$ cat src/design/orcc_pkg.sv
// Shared types, constants and sine table math for the oriented rectangle
// versus circle contact pipeline. No dependencies.
`timescale 1ns / 1ps
`default_nettype none

package orcc_pkg;

    localparam int COORD_WIDTH_DEF      = 16;
    localparam int SINE_TABLE_DEPTH_DEF = 256;

    // half extents and radius
    localparam int EXT_WIDTH   = 12;
    // Q15 sine, range -32768..32768
    localparam int SIN_WIDTH   = 17;
    localparam int FRAC_SHIFT  = 15;
    localparam int ROUND_HALF  = 16384;
    localparam int ANGLE_WIDTH = 16;
    localparam logic [ANGLE_WIDTH-1:0] QUARTER_TURN = 16'h4000;
    localparam logic [ANGLE_WIDTH-1:0] HALF_TURN    = 16'h8000;

    typedef enum logic [1:0] {
        REG_HALF_WIDTH  = 2'd0,
        REG_HALF_HEIGHT = 2'd1,
        REG_CENTER_X    = 2'd2,
        REG_CENTER_Y    = 2'd3
    } t_reg_index;

    typedef enum logic [2:0] {
        VERDICT_COARSE = 3'd0,
        VERDICT_X_MISS = 3'd1,
        VERDICT_Y_MISS = 3'd2,
        VERDICT_CORNER = 3'd3,
        VERDICT_HIT    = 3'd4
    } t_verdict;

    // control that rides along each stage
    typedef struct packed {
        logic     valid;
        logic     decided;
        t_verdict verdict;
    } t_ctl;

    // quarter-wave polynomial, Q15, each product truncated
    function automatic longint quarter_wave(input longint x);
        longint x2;
        longint t;
        x2 = (x * x) >> 15;
        t  = (2320 * x2) >> 15;
        t  = 21024 - t;
        t  = (t * x2) >> 15;
        t  = 51472 - t;
        return (t * x) >> 15;
    endfunction

    // sine of a phase in 1/65536 turn; elaboration use only
    function automatic logic signed [SIN_WIDTH-1:0] sine_of_phase(input longint phase);
        longint quad;
        longint x;
        longint y;
        quad = (phase >> 14) & 3;
        x    = (phase & 16383) << 1;
        if (quad[0]) begin
            x = 32768 - x;
        end
        y = quarter_wave(x);
        if (quad >= 2) begin
            y = -y;
        end
        return SIN_WIDTH'(y);
    endfunction

endpackage

`default_nettype wire

$ cat src/design/orcc_box.sv
// Box cells: centre offset, extent tests, corner distance, final verdict.
// Depends on orcc_pkg.
`timescale 1ns / 1ps
`default_nettype none

module orcc_box #(
    parameter int  COORD_WIDTH = orcc_pkg::COORD_WIDTH_DEF,
    localparam int ROT_WIDTH   = COORD_WIDTH + 4
) (
    input  wire logic                                   i_clk,
    input  wire logic                                   i_rst_n,
    input  wire orcc_pkg::t_ctl                         i_ctl,
    input  wire logic signed [ROT_WIDTH-1:0]            i_px,
    input  wire logic signed [ROT_WIDTH-1:0]            i_py,
    input  wire logic [orcc_pkg::EXT_WIDTH-1:0]         i_radius,
    input  wire logic [orcc_pkg::EXT_WIDTH-1:0]         i_half_width,
    input  wire logic [orcc_pkg::EXT_WIDTH-1:0]         i_half_height,
    input  wire logic signed [COORD_WIDTH-1:0]          i_center_x,
    input  wire logic signed [COORD_WIDTH-1:0]          i_center_y,
    output orcc_pkg::t_ctl                              o_ctl
);
    import orcc_pkg::*;

    localparam int EW = ROT_WIDTH + 1;   // offset from centre
    localparam int NW = EW + 1;          // distance past the edge
    localparam int QW = 2 * EXT_WIDTH;   // squares

    // ---- cell F: subtract centre offset
    t_ctl                 r_f_ctl;
    logic signed [EW-1:0] r_f_ex, r_f_ey;
    logic [EXT_WIDTH-1:0] r_f_radius;

    always_ff @(posedge i_clk) begin
        if (!i_rst_n) begin
            r_f_ctl <= '0;
        end else begin
            r_f_ctl <= i_ctl;
        end
        r_f_ex     <= EW'(i_px) - EW'(i_center_x);
        r_f_ey     <= EW'(i_py) - EW'(i_center_y);
        r_f_radius <= i_radius;
    end

    // ---- cell G: abs, extent tests, edge distance
    logic [EW-1:0]          w_ax, w_ay;
    logic [EW-1:0]          w_lim_x, w_lim_y;
    logic signed [NW-1:0]   w_nx, w_ny;
    t_ctl                   n_g_ctl;
    t_ctl                   r_g_ctl;
    logic                   r_g_both_pos;
    logic [EXT_WIDTH-1:0]   r_g_nx, r_g_ny, r_g_radius;

    always_comb begin
        w_ax    = r_f_ex[EW-1] ? EW'(-r_f_ex) : EW'(r_f_ex);
        w_ay    = r_f_ey[EW-1] ? EW'(-r_f_ey) : EW'(r_f_ey);
        w_lim_x = EW'(i_half_width) + EW'(r_f_radius);
        w_lim_y = EW'(i_half_height) + EW'(r_f_radius);
        w_nx    = signed'(NW'(w_ax)) - signed'(NW'(i_half_width));
        w_ny    = signed'(NW'(w_ay)) - signed'(NW'(i_half_height));
        n_g_ctl = r_f_ctl;
        if (!r_f_ctl.decided) begin
            if (w_ax > w_lim_x) begin
                n_g_ctl.decided = 1'b1;
                n_g_ctl.verdict = VERDICT_X_MISS;
            end else if (w_ay > w_lim_y) begin
                n_g_ctl.decided = 1'b1;
                n_g_ctl.verdict = VERDICT_Y_MISS;
            end
        end
    end

    always_ff @(posedge i_clk) begin
        if (!i_rst_n) begin
            r_g_ctl <= '0;
        end else begin
            r_g_ctl <= n_g_ctl;
        end
        // once both extents pass, a positive edge distance is at most the radius
        r_g_both_pos <= !w_nx[NW-1] && (w_nx != '0) && !w_ny[NW-1] && (w_ny != '0);
        r_g_nx       <= w_nx[EXT_WIDTH-1:0];
        r_g_ny       <= w_ny[EXT_WIDTH-1:0];
        r_g_radius   <= r_f_radius;
    end

    // ---- cell H: squares
    t_ctl          r_h_ctl;
    logic          r_h_both_pos;
    logic [QW-1:0] r_h_nx2, r_h_ny2, r_h_r2;

    always_ff @(posedge i_clk) begin
        if (!i_rst_n) begin
            r_h_ctl <= '0;
        end else begin
            r_h_ctl <= r_g_ctl;
        end
        r_h_both_pos <= r_g_both_pos;
        r_h_nx2      <= QW'(r_g_nx) * QW'(r_g_nx);
        r_h_ny2      <= QW'(r_g_ny) * QW'(r_g_ny);
        r_h_r2       <= QW'(r_g_radius) * QW'(r_g_radius);
    end

    // ---- cell I: corner distance, result register
    logic [QW:0] w_dist2;
    t_ctl        n_i_ctl;

    always_comb begin
        w_dist2 = (QW+1)'(r_h_nx2) + (QW+1)'(r_h_ny2);
        n_i_ctl = r_h_ctl;
        if (!r_h_ctl.decided) begin
            n_i_ctl.decided = 1'b1;
            n_i_ctl.verdict = (r_h_both_pos && (w_dist2 > (QW+1)'(r_h_r2)))
                            ? VERDICT_CORNER : VERDICT_HIT;
        end
    end

    always_ff @(posedge i_clk) begin
        if (!i_rst_n) begin
            o_ctl <= '0;
        end else begin
            o_ctl <= n_i_ctl;
        end
    end

endmodule

`default_nettype wire

$ cat config.mk
export PLATFORM = sky130hd
export DESIGN_NAME = orcc_box
export DESIGN_NICKNAME = d
export VERILOG_FILES = /design/src/design/orcc_pkg.sv /design/src/design/orcc_box.sv
export SDC_FILE = /design/constraint.sdc
export NUM_CORES = 1
export LEC_CHECK = 0
export BUFFER_PORTS_ARGS = -buffer_cell sky130_fd_sc_hd__buf_2
export CAP_MARGIN = 20
export CORE_MARGIN = 3
export CORE_UTILIZATION = 25
export CTS_CLUSTER_SIZE = 28
export DETAILED_ROUTE_END_ITERATION = 16
export SYNTH_ARGS = -nofsm -noshare
export SYNTH_HDL_FRONTEND = slang
export SYNTH_SLANG_ARGS = --single-unit
$ cat constraint.sdc
create_clock -name i_clk -period 7 [get_ports i_clk]
set_input_delay 1.4 -clock i_clk [delete_from_list [all_inputs] [get_ports i_clk]]
set_output_delay 1.4 -clock i_clk [all_outputs]
set_load 0.005 [all_outputs]
Word-level counts from Yosys, hierarchy flattened
Index checks and enable logic that the tools add are counted.
{"block": "totals", "regBits": 184, "input_bits": 115, "out_inout_bits": 5, "wordCells": 53}
{"block": "op_classes", "addsub": 9, "n_mul": 3, "n_lt_le_gt_ge": 3, "n_mux": 7, "n_reduce_logical": 8}
{"op": "$mul 12x12->24", "count": 3}
{"op": "$reduce_bool 22->1", "count": 2}
{"op": "$sub 21x12->22", "count": 2}
{"op": "$gt 21x13->1", "count": 2}
{"op": "$mux 21", "count": 2}
{"op": "$neg 21->21", "count": 2}
{"op": "$sub 20x16->21", "count": 2}
{"op": "$add 12x12->13", "count": 2}
{"op": "$add 24x24->25", "count": 1}
{"op": "$gt 25x24->1", "count": 1}
{"op": "$mux 4", "count": 3}
{"op": "$mux 3", "count": 2}
{"op": "$logic_and 1x1->1", "count": 4}
{"op": "$logic_not 1->1", "count": 2}

Longest topological paths before layout
{"block": "depth", "ltp_word": 7, "ltp_mapped": 23, "ltp_nobuf": 22}

Least setup slack after synthesis
OpenSTA, ideal clock, no wires.
{"block": "synth_timing", "path_kind": "reg-to-reg", "start": "reg r_g_nx[5]", "end": "reg r_h_nx2[20]", "setup_ps": 64, "arrival_time_ps": 5319, "required_ps": 6936, "setup_slack_ps": 1617, "path_stages_with_launch": 19, "cell_sequence": "dfxtp_1 clkbuf_1 nand2_1 fa_1 inv_1 fa_1 fa_1 fa_1 inv_1 fa_1 inv_1 ha_1 and2_1 a221o_1 o21ai_0 a2111o_1 a21boi_0 or4b_2 nand4_1"}
{"block": "synth_between", "elab_chain_cells": 1}
{"item": "start: declaration", "line": "orcc_box.sv:51", "rtl": "logic [EXT_WIDTH-1:0] r_g_nx, r_g_ny, r_g_radius;"}
{"item": "start signal: assignment", "line": "orcc_box.sv:80", "rtl": "r_g_nx <= w_nx[EXT_WIDTH-1:0];"}
{"item": "$mul 12x12->24", "line": "orcc_box.sv:97", "rtl": "r_h_nx2 <= QW'(r_g_nx) * QW'(r_g_nx);"}
{"item": "end signal: assignment", "line": "orcc_box.sv:97"}
{"item": "end: declaration", "line": "orcc_box.sv:88", "rtl": "logic [QW-1:0] r_h_nx2, r_h_ny2, r_h_r2;"}
No other way between the ends.
A chain may end at the register's enable or synchronous reset.

Final worst setup path
{"block": "layout_timing", "start": "reg r_g_nx[9]", "end": "reg r_h_nx2[20]"}
Same word-level chain as after synthesis.

==> flow_summary_export.csv <==
group,metric,value,unit
run_status,status,"complete, no violations",
placed_design,dpl.hpwl,41500,um
timing,tightest_slew,0.731,ns
die,start_util,25.4,%
setup_path,cp-endpoint,"r_h_nx2[20]$_DFF_P_",
placed_design,gp_congestion,0.820,
cts,cts_hold_buf,0,
synth,yosysSeqAreaShare,16.2,%
setup_path,ff2ff_path_depth,17,
synth,async_flop_share,0,%
cts,cts_setup_buffers,0,
grt,antenna_found_initial,5,
route,routed_wl,47700,um
die,coreArea,0.0877,sq mm
route,ant_nets,0,
die,die_w,305,um
timing,hold_violations,0,
final_layout,synthToLayoutAreaGrowth,11.1,%
route,drtIter0Drc,576,
final_layout,num_antenna_cells,0,
grt,grt_pass1_vias,16586,
timing,clock_skew,0.0104,ns
synth,ys.flop_type,"dfxtp_1",
cts,cts_buffers,17,
timing,finalMaxSlewViolations,0,
cts,path_clk_slew,0.08,ns
synth,synth_cell_types,70,
cts,cts-root-buf,"clkbuf_16",
die,die-area,0.0929,sq mm
setup_path,r2r-end,"r_h_nx2[20]$_DFF_P_",
cts,cts_tree,"done",
die,rows,108,
cts,clockBufferDepth,2,
setup_path,cp_max_fo,14,
timing,rsz0062_at_grt,"false",
setup_path,worstSetupPathType,"flop to flop",
final_layout,drive_gt1_share,7.02,%
synth,synth_edf_count,0,
setup_path,cp-end-kind,"flop",
worst_hold_path,min_path_type,"flop to flop",
die,io_pins,120,
synth,synth_seq_cells,181,
grt,grt_util_all_layers,10.6,%
cts,cts_num_sinks,181,
synth,synth_fp_nets,3224,
setup_path,worstPathRequired,7.41,ns
flow_run,cap_violations,0,
synth,syn-mean-instance-area,8.82,sq um
route,avgRoutedWirePerCell,12.6,um
timing,max-slew-margin-rel,50.0,%
synth,yosysWarnings,0,
timing,setup-violations-final,0,
grt,grt_remaining_overflow,0,
setup_path,worstSetupStartpointType,"flop",
setup_path,cp.arrival,6.22,ns
cts,clk_latency,0.48,ns
synth,syn-cell-area,0.0223,sq mm
placed_design,io_buffers,119,
grt,grt_first_pass_wirelength,81000,um
cts,cts_max_level,4,
setup_path,crit_start,"r_g_nx[9]$_DFF_P_",
setup_path,r2r_slack,1.20,ns
route,drc,0,
timing,max_freq,0.172,GHz
route,dr_total_vias,16265,
final_layout,fin_nets,3315,
route,first_pass_iters,4,
timing,fin_setup_tns,0,ns
setup_path,reg2reg_from,"r_g_nx[9]$_DFF_P_",
timing,period_needed,5.80,ns
cts,ctsResizeCount,0,
synth,synth_cells,2530,
grt,grt_start_max_net_pins,23,
die,die_h,305,um
timing,fin_crit_sh,82.9,%
final_layout,fill_cells,9293,
route,viasPerCell,4.29,
[flip-flops by register name (all words and copies together) (netlist names), 12 cells and up]
signal	cells
r_g_ny	12
r_g_radius	12
r_f_ex	21
r_h_ny2	23
r_h_r2	23
r_h_nx2	23
r_f_ey	21
r_f_radius	12
r_g_nx	12
[through the flow]
stage | instances | hold WS (ns) | util [%] | setup WS, ns | instance area [sq um]
final | 3789 | 0.344 | 28.3 | 1.20 | 24800
after global routing | 3789 | 0.350 | 28.3 | 0.866 | 24800
after CTS | 3789 | 0.346 | 28.3 | 1.22 | 24800
after detailed placement | 3757 | 0.319 | 27.6 | 1.26 | 24200
after global placement | 3757 | 0.314 | 27.6 | 1.38 | 24200
after floorplan | 2530 | 0.310 | - | 1.62 | 22300
[Yosys cell counts, drive strengths merged, types with 5 or more instances]
master / count / area (sq um)
o211ai: 6 / 45.0
nor2: 130 / 488
inv: 519 / 1950
a31oi: 9 / 56.3
dfxtp: 181 / 3620
nand3: 20 / 100
or3: 17 / 106
and3: 13 / 81.3
o21bai: 21 / 158
o41ai: 10 / 114
o31ai: 14 / 110
nor4: 8 / 50.1
nand4: 18 / 113
a2111oi: 5 / 62.6
a21o: 44 / 330
clkbuf: 47 / 176
nand2: 141 / 532
ha: 336 / 4200
or2: 15 / 93.8
and4: 5 / 43.8
xor2: 44 / 385
o21a: 32 / 240
or4b: 5 / 50.1
and2: 145 / 907
fa: 243 / 4860
o21ai: 73 / 365
a21oi: 95 / 475
nand2b: 19 / 121
nor3: 50 / 250
nor2b: 33 / 206
a21boi: 18 / 139
xnor2: 132 / 1160
a211oi: 21 / 158
[cells by family after synthesis]
family / share of synthesized area, %
simple gates: 14.8
fa+ha+maj: 40.6
buf+inv: 9.54
compound gates: 11.5
flops: 16.2
xor+xnor: 6.91
mux: 0.381
[metal layers]
layer  wire (um)  GRT usage [%]  vias up
met3        1690           2.07       52
met4         773           2.56        8
met1       22300           13.7     7635
met5          40              0        -
met2       22900           18.2      221
li1            -              -     8349
[cell usage in the layout, fill, tap and decap left out, types with 5 or more instances in the layout]
master / instances
o41ai_1: 8
o211ai_1: 6
nor2b_1: 33
a31oi_1: 9
o21a_1: 32
nor4_1: 8
a21oi_1: 95
buf_2: 119
xor2_1: 44
or2_2: 14
o21ai_0: 73
xnor2_1: 132
nor3_1: 50
nand2b_1: 18
a21o_1: 44
o31ai_1: 13
ha_1: 336
and3_1: 13
and4_1: 5
nand2_1: 140
a21boi_0: 17
a211oi_1: 21
and2_1: 145
dfxtp_1: 181
nand3_1: 20
o21bai_1: 21
nand4_1: 18
nor2_1: 130
inv_1: 519
clkbuf_16: 17
fa_1: 243
or3_1: 17
[critical path, stage by stage (launching register included)]
cell and delay, ns:
dfxtp_1 0.62, nand2_1 0.21, fa_1 0.54, inv_1 0.05, fa_1 0.51, inv_1 0.06
fa_1 0.56, fa_1 0.43, fa_1 0.49, inv_1 0.04, ha_1 0.30, and2_1 0.18
a221o_1 0.35, o21ai_0 0.29, a2111o_1 0.24, a21boi_0 0.14, or4b_2 0.62, nand4_1 0.09
[worst min-delay path by stage]
| stage | cells after the start | slack [ns] | to | startpoint |
|---|---|---|---|---|
| finish | 0 | 0.34 | r_h_both_pos$_DFF_P_ | r_g_both_pos$_DFF_P_ |
| global route | 0 | 0.35 | r_h_both_pos$_DFF_P_ | r_g_both_pos$_DFF_P_ |
| CTS | 0 | 0.35 | r_h_both_pos$_DFF_P_ | r_g_both_pos$_DFF_P_ |
| detailed placement | 0 | 0.32 | r_h_both_pos$_DFF_P_ | r_g_both_pos$_DFF_P_ |
| global placement | 0 | 0.31 | r_h_both_pos$_DFF_P_ | r_g_both_pos$_DFF_P_ |
| floorplan | 0 | 0.31 | r_h_both_pos$_DFF_P_ | r_g_both_pos$_DFF_P_ |
[layout make-up]
class / count / area [sq um] / area share, %
clock buffers: 17 / 425 / 1.72
clock inverters: 15 / 194 / 0.782
inverters: 519 / 1950 / 7.85
multi-input cells: 1782 / 16600 / 66.8
flip-flops and latches: 181 / 3620 / 14.6
well taps: 1155 / 1450 / 5.83
repair buffers: 120 / 603 / 2.43
Power is not shown: default switching activity piles up to over one toggle a cycle in this logic, so the estimate is an artifact.
