<file path="src/design/orcc_pkg.sv">
// Shared types, constants and sine table math for the oriented rectangle
// versus circle contact pipeline. No dependencies.
`timescale 1ns / 1ps
`default_nettype none

package orcc_pkg;

    localparam int COORD_WIDTH_DEF      = 16;
    localparam int SINE_TABLE_DEPTH_DEF = 256;

    // half extents and radius
    localparam int EXT_WIDTH   = 12;
    // Q15 sine, range -32768..32768
    localparam int SIN_WIDTH   = 17;
    localparam int FRAC_SHIFT  = 15;
    localparam int ROUND_HALF  = 16384;
    localparam int ANGLE_WIDTH = 16;
    localparam logic [ANGLE_WIDTH-1:0] QUARTER_TURN = 16'h4000;
    localparam logic [ANGLE_WIDTH-1:0] HALF_TURN    = 16'h8000;

    typedef enum logic [1:0] {
        REG_HALF_WIDTH  = 2'd0,
        REG_HALF_HEIGHT = 2'd1,
        REG_CENTER_X    = 2'd2,
        REG_CENTER_Y    = 2'd3
    } t_reg_index;

    typedef enum logic [2:0] {
        VERDICT_COARSE = 3'd0,
        VERDICT_X_MISS = 3'd1,
        VERDICT_Y_MISS = 3'd2,
        VERDICT_CORNER = 3'd3,
        VERDICT_HIT    = 3'd4
    } t_verdict;

    // control that rides along each stage
    typedef struct packed {
        logic     valid;
        logic     decided;
        t_verdict verdict;
    } t_ctl;

    // quarter-wave polynomial, Q15, each product truncated
    function automatic longint quarter_wave(input longint x);
        longint x2;
        longint t;
        x2 = (x * x) >> 15;
        t  = (2320 * x2) >> 15;
        t  = 21024 - t;
        t  = (t * x2) >> 15;
        t  = 51472 - t;
        return (t * x) >> 15;
    endfunction

    // sine of a phase in 1/65536 turn; elaboration use only
    function automatic logic signed [SIN_WIDTH-1:0] sine_of_phase(input longint phase);
        longint quad;
        longint x;
        longint y;
        quad = (phase >> 14) & 3;
        x    = (phase & 16383) << 1;
        if (quad[0]) begin
            x = 32768 - x;
        end
        y = quarter_wave(x);
        if (quad >= 2) begin
            y = -y;
        end
        return SIN_WIDTH'(y);
    endfunction

endpackage

`default_nettype wire

</file>
<file path="src/design/orcc_front.sv">
// Front cells: offset vector, coarse Manhattan reject and sine table indexes.
// Depends on orcc_pkg.
`timescale 1ns / 1ps
`default_nettype none

module orcc_front #(
    parameter int  COORD_WIDTH      = orcc_pkg::COORD_WIDTH_DEF,
    parameter int  SINE_TABLE_DEPTH = orcc_pkg::SINE_TABLE_DEPTH_DEF,
    localparam int IDX_WIDTH        = $clog2(SINE_TABLE_DEPTH)
) (
    input  wire logic                                   i_clk,
    input  wire logic                                   i_rst_n,
    input  wire logic                                   i_valid,
    input  wire logic signed [COORD_WIDTH-1:0]          i_rect_x,
    input  wire logic signed [COORD_WIDTH-1:0]          i_rect_y,
    input  wire logic [orcc_pkg::ANGLE_WIDTH-1:0]       i_angle,
    input  wire logic signed [COORD_WIDTH-1:0]          i_circle_x,
    input  wire logic signed [COORD_WIDTH-1:0]          i_circle_y,
    input  wire logic [orcc_pkg::EXT_WIDTH-1:0]         i_circle_radius,
    input  wire logic [orcc_pkg::EXT_WIDTH-1:0]         i_half_width,
    input  wire logic [orcc_pkg::EXT_WIDTH-1:0]         i_half_height,
    input  wire logic signed [COORD_WIDTH-1:0]          i_center_x,
    input  wire logic signed [COORD_WIDTH-1:0]          i_center_y,
    output orcc_pkg::t_ctl                              o_ctl,
    output logic signed [COORD_WIDTH:0]                 o_dx,
    output logic signed [COORD_WIDTH:0]                 o_dy,
    output logic [orcc_pkg::EXT_WIDTH-1:0]              o_radius,
    output logic [IDX_WIDTH-1:0]                        o_idx_sin,
    output logic [IDX_WIDTH-1:0]                        o_idx_cos
);
    import orcc_pkg::*;

    localparam int DW     = COORD_WIDTH + 1;
    localparam int LIMW   = COORD_WIDTH + 4;
    localparam int PRODW  = ANGLE_WIDTH + IDX_WIDTH + 1;

    // ---- cell A: differences, phases, reject bound
    logic                    r_a_valid;
    logic signed [DW-1:0]    r_a_dx, r_a_dy;
    logic [ANGLE_WIDTH-1:0]  r_a_sin_phase, r_a_cos_phase;
    logic [EXT_WIDTH-1:0]    r_a_radius;
    logic [LIMW-1:0]         r_a_limit;

    logic [COORD_WIDTH-1:0]  w_abs_cx, w_abs_cy;
    logic [EXT_WIDTH+1:0]    w_ext_sum;
    logic [LIMW-1:0]         n_a_limit;

    always_comb begin
        w_abs_cx  = i_center_x[COORD_WIDTH-1] ? COORD_WIDTH'(-i_center_x)
                                              : COORD_WIDTH'(i_center_x);
        w_abs_cy  = i_center_y[COORD_WIDTH-1] ? COORD_WIDTH'(-i_center_y)
                                              : COORD_WIDTH'(i_center_y);
        w_ext_sum = (EXT_WIDTH+2)'(i_half_width) + (EXT_WIDTH+2)'(i_half_height)
                  + (EXT_WIDTH+2)'(i_circle_radius);
        n_a_limit = (LIMW'(w_ext_sum) << 1) + LIMW'(w_abs_cx) + LIMW'(w_abs_cy);
    end

    always_ff @(posedge i_clk) begin
        if (!i_rst_n) begin
            r_a_valid <= 1'b0;
        end else begin
            r_a_valid <= i_valid;
        end
        r_a_dx        <= DW'(i_circle_x) - DW'(i_rect_x);
        r_a_dy        <= DW'(i_circle_y) - DW'(i_rect_y);
        r_a_sin_phase <= i_angle + QUARTER_TURN;
        r_a_cos_phase <= i_angle + HALF_TURN;
        r_a_radius    <= i_circle_radius;
        r_a_limit     <= n_a_limit;
    end

    // ---- cell B: Manhattan compare, table index scaling
    logic [DW-1:0]    w_abs_dx, w_abs_dy;
    logic [LIMW-1:0]  w_manhattan;
    logic [PRODW-1:0] w_prod_sin, w_prod_cos;
    t_ctl             n_b_ctl;

    always_comb begin
        w_abs_dx    = r_a_dx[DW-1] ? DW'(-r_a_dx) : DW'(r_a_dx);
        w_abs_dy    = r_a_dy[DW-1] ? DW'(-r_a_dy) : DW'(r_a_dy);
        w_manhattan = LIMW'(w_abs_dx) + LIMW'(w_abs_dy);
        w_prod_sin  = PRODW'(r_a_sin_phase) * PRODW'(SINE_TABLE_DEPTH);
        w_prod_cos  = PRODW'(r_a_cos_phase) * PRODW'(SINE_TABLE_DEPTH);
        n_b_ctl.valid   = r_a_valid;
        n_b_ctl.decided = (w_manhattan > r_a_limit);
        n_b_ctl.verdict = n_b_ctl.decided ? VERDICT_COARSE : VERDICT_HIT;
    end

    always_ff @(posedge i_clk) begin
        if (!i_rst_n) begin
            o_ctl <= '0;
        end else begin
            o_ctl <= n_b_ctl;
        end
        o_dx      <= r_a_dx;
        o_dy      <= r_a_dy;
        o_radius  <= r_a_radius;
        o_idx_sin <= w_prod_sin[ANGLE_WIDTH +: IDX_WIDTH];
        o_idx_cos <= w_prod_cos[ANGLE_WIDTH +: IDX_WIDTH];
    end

endmodule

`default_nettype wire

</file>
<file path="config.mk">
export PLATFORM = sky130hd
export DESIGN_NAME = orcc_front
export DESIGN_NICKNAME = d
export VERILOG_FILES = /design/src/design/orcc_pkg.sv /design/src/design/orcc_front.sv
export SDC_FILE = /design/constraint.sdc
export NUM_CORES = 1
export LEC_CHECK = 0
export BUFFER_PORTS_ARGS = -buffer_cell sky130_fd_sc_hd__buf_2
export CAP_MARGIN = 20
export CORE_AREA = 2 2 130 132
export CTS_BUF_LIST = sky130_fd_sc_hd__clkbuf_4
export DETAILED_ROUTE_END_ITERATION = 10
export DIE_AREA = 0 0 132 134
export PLACE_DENSITY = 0.81
export SLEW_MARGIN = 0
export SYNTH_ARGS = -nofsm -noshare
export SYNTH_HDL_FRONTEND = slang
export SYNTH_SLANG_ARGS = --single-unit
</file>
<file path="constraint.sdc">
create_clock -name i_clk -period 12.4 [get_ports i_clk]
set_input_delay 1.24 -clock i_clk [delete_from_list [all_inputs] [get_ports i_clk]]
set_output_delay 1.24 -clock i_clk [all_outputs]
set_load 0.005 [all_outputs]
</file>
* Yosys cells after proc, flatten, opt, wreduce, memory -nomap -nowiden
Cells that the tools add are included.
Operators by class: $add $sub $neg 13, magnitude comparators 1, mux-type cells 5
Operators with widths (number):
- 17-bit 2-to-1 mux | 2
- 17-bit negation | 2
- 16-bit by 16-bit subtractor with 17-bit output | 2
- 16-bit 2-to-1 mux | 2
- 16-bit negation | 2
- 17-bit by 16-bit adder with 18-bit output | 1
- 17-bit by 17-bit adder with 18-bit output | 1
- 18-bit > comparator | 1
- 15-bit by 16-bit adder with 17-bit output | 1
- 16-bit by 15-bit adder with 16-bit output, second input constant | 1
- 16-bit adder, second input constant | 1
- 13-bit by 12-bit adder with 14-bit output | 1
- 12-bit by 12-bit adder with 13-bit output | 1
- 3-bit 2-to-1 mux | 1
Word-level totals: bits in registers 164, bits of input ports 151, output and inout port bits 67, logic and storage cells 34

* Logic depth before layout (Yosys ltp)
Gate-level depths: netlist of run 1.
depth after elaboration 5, depth in mapped cells 21, depth with buffers taken out 20

* Least setup slack after synthesis of run 1
No wires, ideal clock.
path kind input -> register, start point input i_circle_radius[1] (netlist name), end point register r_a_limit[16], setup time 0.072 ns, arrival time 5.108 ns, data required time 12.328 ns, path slack 7.219 ns, stages 17, path buffers 0, cells stage by stage fa_1 > ha_1 > fa_1 > a211oi_1 > nor2_1 > o31a_1 > o41a_1 > a21oi_1 > xnor2_1 > fa_1 > ha_1 > nand3_1 > nor2_1 > a21oi_1 > o21ai_0 > a211oi_1 > xnor2_1
On the way: longest elaborated chain between the ends 3
Ends and longest elaborated chain:
- start, declared | RTL line orcc_front.sv:19 | input wire logic [orcc_pkg::EXT_WIDTH-1:0] i_circle_radius,
- 13-bit by 12-bit adder with 14-bit output | RTL line orcc_front.sv:54 | + (EXT_WIDTH+2)'(i_circle_radius);
- 15-bit by 16-bit adder with 17-bit output | RTL line orcc_front.sv:55 | n_a_limit = (LIMW'(w_ext_sum) << 1) + LIMW'(w_abs_cx) + LIMW'(w_abs_cy);
- 17-bit by 16-bit adder with 18-bit output | RTL line orcc_front.sv:55
- via n_a_limit[16] | RTL line orcc_front.sv:46 | logic [LIMW-1:0] n_a_limit;
- end signal, assigned | RTL line orcc_front.sv:69 | r_a_limit <= n_a_limit;
- end, declared | RTL line orcc_front.sv:42 | logic [LIMW-1:0] r_a_limit;
The timed path passes the listed nets, and every way through them passes these cells. A chain may end at the register's enable or synchronous reset.

* Final worst setup path of run 1
Same ends and word-level chain as after synthesis.

==> impl_metrics.xml, run 1 <==
<?xml version="1.0" encoding="UTF-8"?>
<metrics>
  <group name="pwr">
    <metric name="worst_ir_drop_vdd" unit="mV">0.102</metric>
    <metric name="pwr_density_cell" unit="mW/mm^2">198</metric>
    <metric name="sw_frac_of_total" unit="">0.424</metric>
    <metric name="total_power" unit="mW">2.03</metric>
    <metric name="power.share.sequential" unit="">0.282</metric>
    <metric name="power_leakage" unit="nW">4.84</metric>
    <metric name="pwr-share-comb" unit="">0.583</metric>
    <metric name="reported_net_switching_power" unit="uW">861</metric>
    <metric name="clockPowerShare" unit="">0.134</metric>
    <metric name="internal-power" unit="mW">1.17</metric>
  </group>
  <group name="detailed_routing">
    <metric name="post_detailed_route_wirelength_per_cell" unit="um">13.4</metric>
    <metric name="drt_iter0_markers" unit="">368</metric>
    <metric name="vias_per_cell" unit="">5.30</metric>
    <metric name="drtPass1Iterations" unit="">5</metric>
    <metric name="count_of_nets_left_with_antenna_violations_after_detail_routing" unit="">0</metric>
    <metric name="vias" unit="">7442</metric>
    <metric name="drc" unit="">0</metric>
    <metric name="totalWireLength" unit="um">18800</metric>
  </group>
  <group name="grt">
    <metric name="grt_start_max_net_pins" unit="">19</metric>
    <metric name="antenna_found_initial" unit="">2</metric>
    <metric name="global_route.overflow_total" unit="">0</metric>
    <metric name="wire_length_of_the_first_global_routing_pass" unit="um">31600</metric>
    <metric name="grtUsageTotal" unit="">0.217</metric>
    <metric name="first_global_vias" unit="">7213</metric>
  </group>
  <group name="place">
    <metric name="post-place-ws" unit="ns">6.76</metric>
    <metric name="port_buffers" unit="">207</metric>
    <metric name="gpl.final_weighted_congestion" unit="">0.929</metric>
    <metric name="detailedPlacementHpwl" unit="um">15500</metric>
  </group>
  <group name="critical_path">
    <metric name="end_kind" unit="">flip-flop</metric>
    <metric name="cp-start-kind" unit="">primary input</metric>
    <metric name="critPathMaxFanout" unit="">7</metric>
    <metric name="timing.setup.critical_path_class" unit="">in2reg</metric>
    <metric name="cp_data_arrival_time" unit="ns">5.64</metric>
    <metric name="cp.required" unit="ns">12.90</metric>
  </group>
  <group name="clock_tree">
    <metric name="postCtsSetupBuffers" unit="">0</metric>
    <metric name="clockBufferDepth" unit="">2</metric>
    <metric name="cts.clk_slew.worst_paths" unit="ns">0.13</metric>
    <metric name="cts.repair.resized" unit="">0</metric>
    <metric name="h_tree_depth" unit="">4</metric>
    <metric name="ctsRootBufferMaster" unit="">sky130_fd_sc_hd__clkbuf_4</metric>
    <metric name="clock_latency" unit="ns">0.55</metric>
    <metric name="cts_hold_repair.buffers" unit="">0</metric>
    <metric name="clock_sink_count" unit="">134</metric>
    <metric name="numCtsBuffers" unit="">17</metric>
    <metric name="tritoncts" unit="">yes</metric>
  </group>
  <group name="sta">
    <metric name="setup-tns-final" unit="ns">0</metric>
    <metric name="period_utilization_post_route" unit="">0.415</metric>
    <metric name="grt_setup_unrepaired" unit="">no</metric>
    <metric name="worst_slack" unit="ns">7.26</metric>
    <metric name="smallest_hold_slack" unit="ns">0.337</metric>
    <metric name="period_needed" unit="ns">5.14</metric>
    <metric name="setup_violations" unit="">0</metric>
    <metric name="timing.clock.skew" unit="ns">0.0161</metric>
    <metric name="max_slew_margin" unit="">0.567</metric>
    <metric name="max_clock_freq" unit="MHz">194</metric>
    <metric name="worst_slew_pin_slew" unit="ns">0.643</metric>
    <metric name="timing_hold_violations_final" unit="">0</metric>
    <metric name="timing_max_transition_violations_final" unit="">0</metric>
  </group>
  <group name="die">
    <metric name="fp.dieW" unit="um">132</metric>
    <metric name="initial_core_util" unit="">0.540</metric>
    <metric name="design.die.area" unit="mm^2">0.0177</metric>
    <metric name="floorplan.io_pins" unit="">218</metric>
    <metric name="die_height" unit="um">134</metric>
    <metric name="rows" unit="">47</metric>
    <metric name="core_area" unit="mm^2">0.0163</metric>
  </group>
  <group name="synth">
    <metric name="yosys-top-cells-area" unit="">sky130_fd_sc_hd__dfxtp_1 30%, sky130_fd_sc_hd__ha_1 14%, sky130_fd_sc_hd__xnor2_1 8.9%</metric>
    <metric name="synth.cells.most_frequent" unit="">134 x sky130_fd_sc_hd__dfxtp_1, 99 x sky130_fd_sc_hd__ha_1, 98 x sky130_fd_sc_hd__inv_1</metric>
    <metric name="synth.yosys.seq_area_share" unit="">0.305</metric>
    <metric name="count_of_synthesis_stage_warnings_from_yosys" unit="">0</metric>
    <metric name="synth_top_flop_cell" unit="">sky130_fd_sc_hd__dfxtp_1</metric>
    <metric name="synth.most_common_cell" unit="">sky130_fd_sc_hd__dfxtp_1</metric>
    <metric name="synth_top_area_frac" unit="">0.305</metric>
    <metric name="synthesis.area" unit="mm^2">0.00880</metric>
    <metric name="fraction_of_synthesis_flops_using_an_asynchronous_set_or_reset_pin" unit="">0</metric>
    <metric name="synth_area_leader_cell" unit="">sky130_fd_sc_hd__dfxtp_1</metric>
    <metric name="synth_cell_type_count" unit="">66</metric>
    <metric name="synth.ff_latch_count" unit="">134</metric>
    <metric name="synth_cells" unit="">968</metric>
    <metric name="number_of_synthesized_flops_with_an_enable_pin" unit="">0</metric>
    <metric name="avgSynthCellArea" unit="um^2">9.09</metric>
  </group>
  <group name="run_status">
    <metric name="outcome" unit="">completed</metric>
  </group>
  <group name="finish">
    <metric name="fillerInstances" unit="">1403</metric>
    <metric name="multiInputGateArea" unit="mm^2">0.00563</metric>
    <metric name="area_growth_syn_to_layout" unit="%">16.6</metric>
    <metric name="number_of_nets_in_the_layout" unit="">1451</metric>
    <metric name="post_route_cells_drive_above_1_share" unit="">0.210</metric>
    <metric name="final_util" unit="">0.630</metric>
    <metric name="sequential_cell_area" unit="mm^2">0.00268</metric>
  </group>
  <group name="worst_hold_path">
    <metric name="timing.hold.worst.class" unit="">reg2reg</metric>
  </group>
  <group name="job">
    <metric name="drv.max_cap_violation_count" unit="">0</metric>
  </group>
</metrics>
final cells by class:
class	count	area share
antenna	2	0.000488
clock buffer	19	0.0139
clock inverter	13	0.0121
inverter	98	0.0358
multi-input combinational	712	0.548
sequential	134	0.261
tap	220	0.0268
timing repair buffer	207	0.101
state kept, by name (all words and copies together) (netlist names), 8 cells and up:
name	flops
r_a_limit	18
o_dx	17
o_dy	17
r_a_dx	17
r_a_dy	17
o_radius	12
r_a_radius	12
o_idx_sin	8
r_a_cos_phase	8
stage by stage:
step / cell area, um^2 / cells
after global routing: 10300 / 1405
after detailed placement: 9990 / 1371
after floorplan: 8800 / 969
after global placement: 9990 / 1371
final: 10300 / 1405
after CTS: 10300 / 1403
critical path, cell delays in order:
cell	delay [ns]
sky130_fd_sc_hd__buf_2	0.11
sky130_fd_sc_hd__fa_1	0.47
sky130_fd_sc_hd__ha_1	0.24
sky130_fd_sc_hd__fa_1	0.43
sky130_fd_sc_hd__a211oi_1	0.23
sky130_fd_sc_hd__nor2_1	0.11
sky130_fd_sc_hd__o31a_1	0.29
sky130_fd_sc_hd__o41a_1	0.35
sky130_fd_sc_hd__a21oi_1	0.19
sky130_fd_sc_hd__xnor2_1	0.17
sky130_fd_sc_hd__fa_1	0.45
sky130_fd_sc_hd__ha_1	0.40
sky130_fd_sc_hd__nand3_1	0.15
sky130_fd_sc_hd__nor2_1	0.05
sky130_fd_sc_hd__a21oi_1	0.17
sky130_fd_sc_hd__o21ai_0	0.12
sky130_fd_sc_hd__a211oi_1	0.31
sky130_fd_sc_hd__xnor2_1	0.15
cells in the final DEF (no fill, tap or decap), types with 19 or more instances in the layout:
cell type,n
sky130_fd_sc_hd__ha_1,99
sky130_fd_sc_hd__o31ai_1,19
sky130_fd_sc_hd__buf_2,207
sky130_fd_sc_hd__nand2_1,56
sky130_fd_sc_hd__a21o_1,21
sky130_fd_sc_hd__nor2_1,55
sky130_fd_sc_hd__xor2_1,19
sky130_fd_sc_hd__a21oi_1,53
sky130_fd_sc_hd__clkbuf_4,19
sky130_fd_sc_hd__o21ai_0,53
sky130_fd_sc_hd__fa_1,31
sky130_fd_sc_hd__inv_1,98
sky130_fd_sc_hd__nor3_1,21
sky130_fd_sc_hd__dfxtp_1,134
sky130_fd_sc_hd__xnor2_1,89
cells by family (layout without fill, tap and decap cells):
kind of cell | count (synthesis) | in the layout | synth area share
AND/OR/NAND/NOR | 237 | 237 | 0.141
AO/OA/AOI/OAI | 234 | 234 | 0.178
flip-flops | 134 | 134 | 0.305
adder cells (fa/ha/maj) | 130 | 130 | 0.211
buffers and inverters | 123 | 337 | 0.0559
XOR/XNOR | 108 | 108 | 0.108
other | 1 | 4 | 0.000426
multiplexers | 1 | 1 | 0.00114
power by group through the flow:
stage | sequential (mW) | clock (mW) | combinational, mW
after detailed placement | 0.583 | 0 | 1.16
final | 0.573 | 0.273 | 1.18
after global placement | 0.580 | 0 | 1.14
after global routing | 0.584 | 0.300 | 1.35
after CTS | 0.574 | 0.281 | 1.18
after floorplan | 0.572 | 0 | 0.907
worst paths after layout:
| check | startpoint | to | slack, ns | cells after the start |
|---|---|---|---|---|
| setup / recovery | i_circle_radius[1] | r_a_limit[16] | 7.26 | 18 |
| hold / removal | r_a_cos_phase[15] | o_idx_cos[7] | 0.34 | 0 |
| setup reg to reg | r_a_dy[4] | o_ctl[2] | 7.82 | 19 |
| hold reg to reg | r_a_cos_phase[15] | o_idx_cos[7] | 0.34 | 0 |
routing by layer:
metal | vias to the layer above | GRT usage | routed length, um
met1 | 3449 | 0.262 | 8110
li1 | 3782 | - | -
met2 | 183 | 0.381 | 9180
met3 | 28 | 0.0525 | 1120
met4 | 0 | 0.0743 | 374
met5 | - | 0 | 0
Power figures use the tool's default switching activity.
==> run 2, diff against run 1 <==
- clock period: 12.4 -> 5.3 ns (I/O delays scaled with it)
==> impl_metrics.xml, run 2 (synthesis results as in run 1) <==
<?xml version="1.0" encoding="UTF-8"?>
<metrics>
  <group name="clock_tree">
    <metric name="h_tree_depth" unit="">4</metric>
    <metric name="cts.repair.resized" unit="">0</metric>
    <metric name="ctsRootBufferMaster" unit="">sky130_fd_sc_hd__clkbuf_4</metric>
    <metric name="postCtsSetupBuffers" unit="">0</metric>
    <metric name="clockBufferDepth" unit="">2</metric>
    <metric name="numCtsBuffers" unit="">17</metric>
    <metric name="tritoncts" unit="">yes</metric>
    <metric name="cts.clk_slew.worst_paths" unit="ns">0.13</metric>
    <metric name="clock_sink_count" unit="">134</metric>
    <metric name="clock_latency" unit="ns">0.58</metric>
  </group>
  <group name="grt">
    <metric name="grtUsageTotal" unit="">0.219</metric>
    <metric name="gr-max-usage-layer" unit="">met2</metric>
    <metric name="first_global_vias" unit="">7165</metric>
    <metric name="wire_length_of_the_first_global_routing_pass" unit="um">31500</metric>
    <metric name="grt_start_max_net_pins" unit="">19</metric>
    <metric name="use_met3" unit="">0.0563</metric>
    <metric name="globalRouteMet2Util" unit="">0.384</metric>
    <metric name="antenna_found_initial" unit="">2</metric>
    <metric name="global_route.overflow_total" unit="">0</metric>
    <metric name="grt.met1_usage" unit="">0.254</metric>
  </group>
  <group name="detailed_routing">
    <metric name="totalWireLength" unit="um">19100</metric>
    <metric name="drc" unit="">0</metric>
    <metric name="vias" unit="">7455</metric>
    <metric name="vias_per_cell" unit="">5.29</metric>
    <metric name="count_of_nets_left_with_antenna_violations_after_detail_routing" unit="">0</metric>
    <metric name="post_detailed_route_wirelength_per_cell" unit="um">13.6</metric>
    <metric name="drt_iter0_markers" unit="">431</metric>
    <metric name="drtPass1Iterations" unit="">5</metric>
  </group>
  <group name="job">
    <metric name="drv.max_cap_violation_count" unit="">0</metric>
  </group>
  <group name="pwr">
    <metric name="worst_ir_drop_vdd" unit="mV">0.256</metric>
    <metric name="pwr_density_cell" unit="mW/mm^2">468</metric>
    <metric name="power_leakage" unit="nW">4.87</metric>
  </group>
  <group name="die">
    <metric name="core_area" unit="mm^2">0.0163</metric>
    <metric name="rows" unit="">47</metric>
    <metric name="fp.dieW" unit="um">132</metric>
    <metric name="design.die.area" unit="mm^2">0.0177</metric>
    <metric name="floorplan.io_pins" unit="">218</metric>
    <metric name="initial_core_util" unit="">0.540</metric>
    <metric name="die_height" unit="um">134</metric>
  </group>
  <group name="place">
    <metric name="gpl.final_weighted_congestion" unit="">0.916</metric>
    <metric name="port_buffers" unit="">207</metric>
    <metric name="detailedPlacementHpwl" unit="um">15700</metric>
  </group>
  <group name="critical_path">
    <metric name="worst-r2r-cell-count" unit="">19</metric>
    <metric name="timing.setup.critical_path_class" unit="">reg2reg</metric>
    <metric name="end_kind" unit="">flip-flop</metric>
    <metric name="timing.critical_path.to" unit="">o_ctl[2]</metric>
    <metric name="cp.required" unit="ns">5.78</metric>
    <metric name="worst_reg2reg_path_startpoint" unit="">r_a_dy[4]</metric>
    <metric name="cp-start-kind" unit="">flip-flop</metric>
    <metric name="reg2reg_setup_slack" unit="ns">0.74</metric>
    <metric name="cp_slowest_cell" unit="">sky130_fd_sc_hd__or3b_1</metric>
    <metric name="timing.critical_path.slowest_cell_delay" unit="ns">0.40</metric>
    <metric name="path_cells" unit="">nor4_2 &gt; nand2b_1 &gt; or3b_1 &gt; or2_1 &gt; o21ai_0 &gt; xnor2_1 &gt; ha_1 &gt; a21oi_1 &gt; o211ai_1 &gt; a211oi_1 &gt; o21bai_1 &gt; a311o_1 &gt; ha_1 &gt; nand4_1 &gt; nor4bb_1 &gt; o21ai_0 &gt; nand2_1 &gt; o41ai_1 &gt; and2_1</metric>
    <metric name="critPathMaxFanout" unit="">5</metric>
    <metric name="critical_path.startpoint" unit="">r_a_dy[4]</metric>
    <metric name="cp_data_arrival_time" unit="ns">5.04</metric>
    <metric name="worstReg2RegEnd" unit="">o_ctl[2]</metric>
  </group>
  <group name="finish">
    <metric name="layout.cells.most_common" unit="">sky130_fd_sc_hd__buf_2</metric>
    <metric name="number_of_nets_in_the_layout" unit="">1454</metric>
    <metric name="registers.top_by_ff_count" unit="">r_a_limit</metric>
    <metric name="fillerInstances" unit="">1354</metric>
    <metric name="area_growth_syn_to_layout" unit="%">17.2</metric>
    <metric name="final_cell_mix" unit="">207 x sky130_fd_sc_hd__buf_2, 134 x sky130_fd_sc_hd__dfxtp_1, 99 x sky130_fd_sc_hd__ha_1</metric>
    <metric name="largest_reg_flops" unit="">18</metric>
    <metric name="post_route_cells_drive_above_1_share" unit="">0.211</metric>
    <metric name="final_util" unit="">0.633</metric>
  </group>
  <group name="sta">
    <metric name="max_clock_freq" unit="MHz">219</metric>
    <metric name="period_utilization_post_route" unit="">0.861</metric>
    <metric name="setup-tns-final" unit="ns">0</metric>
    <metric name="setup_violations" unit="">0</metric>
    <metric name="max_slew_margin" unit="">0.538</metric>
    <metric name="grt_setup_unrepaired" unit="">no</metric>
    <metric name="timing_max_transition_violations_final" unit="">0</metric>
    <metric name="timing_hold_violations_final" unit="">0</metric>
    <metric name="worst_slew_pin_slew" unit="ns">0.687</metric>
    <metric name="period_needed" unit="ns">4.56</metric>
    <metric name="timing.clock.skew" unit="ns">0.0156</metric>
  </group>
  <group name="worst_hold_path">
    <metric name="timing.hold.worst.class" unit="">in2reg</metric>
  </group>
  <group name="run_status">
    <metric name="outcome" unit="">completed</metric>
  </group>
</metrics>
[run 2: changes by cell type in the layout (fill, tap and decap cells not counted)]
cell,delta
sky130_fd_sc_hd__dlygate4sd3_1,+3
sky130_fd_sc_hd__inv_8,+3
sky130_fd_sc_hd__clkinv_4,-2
sky130_fd_sc_hd__clkinv_8,+1
sky130_fd_sc_hd__clkbuf_4,-2
sky130_fd_sc_hd__clkinv_1,-1
sky130_fd_sc_hd__inv_6,+1
[run 2: critical path, delay by kind of cell (launching register included)]
family	cells	cell delay [ns]
compound gates	8	1.45
xor+xnor	1	0.15
fa+ha+maj	2	0.61
flops	1	0.37
simple gates	8	1.90
[run 2: where the power goes]
group          internal (mW)  switching (mW)  total (mW)
Combinational           1.27            1.53        2.80
Clock                  0.252           0.433       0.685
Sequential              1.22           0.120        1.34
[run 2: what timing repair did]
action,in CTS,in global routing
endpoints found under the setup margin,0,0
hold buffers,3,0
hold endpoints to repair,3,0
[run 2: worst min path at each step]
| stage | start | endpoint | slack [ns] | cells after the start |
|---|---|---|---|---|
| 2_1_floorplan | r_a_cos_phase[14] | o_idx_cos[6] | 0.31 | 0 |
| 3_3_place_gp | r_a_cos_phase[12] | o_idx_sin[4] | 0.31 | 0 |
| 3_5_place_dp | r_a_radius[3] | o_radius[3] | 0.31 | 0 |
| 4_1_cts | i_angle[9] | r_a_cos_phase[9] | 0.0002 | 1 |
| 5_1_grt | i_angle[13] | r_a_cos_phase[13] | 0.005 | 1 |
| 6_report | i_angle[9] | r_a_cos_phase[9] | 0.05 | 1 |
[run 2: metrics by stage]
step	area [um^2]	total power, mW	instances	hold WS [ns]	setup slack (ns)
6_report	10300	4.83	1408	0.0531	0.739
4_1_cts	10300	4.83	1406	0.000242	0.726
2_1_floorplan	8800	3.46	969	0.310	0.829
5_1_grt	10300	5.28	1408	0.00471	0.387
3_5_place_dp	9990	4.10	1371	0.312	0.302
3_3_place_gp	9990	4.02	1371	0.310	0.415
[run 2: per-layer routing]
metal / vias to the layer above / wire (um)
li1: 3781 / -
met1: 3429 / 8020
met5: - / 0
met2: 193 / 9340
met4: 0 / 566
met3: 52 / 1160
[run 2: layout make-up]
cell class                 count  area (um^2)  area share
multi-input combinational    712         5630       0.546
sequential                   134         2680       0.260
timing repair buffer         210         1070       0.103
inverter                      98          368      0.0357
tap                          220          275      0.0267
clock inverter                15          161      0.0156
clock buffer                  17          128      0.0124
antenna                        2         5.00    0.000485
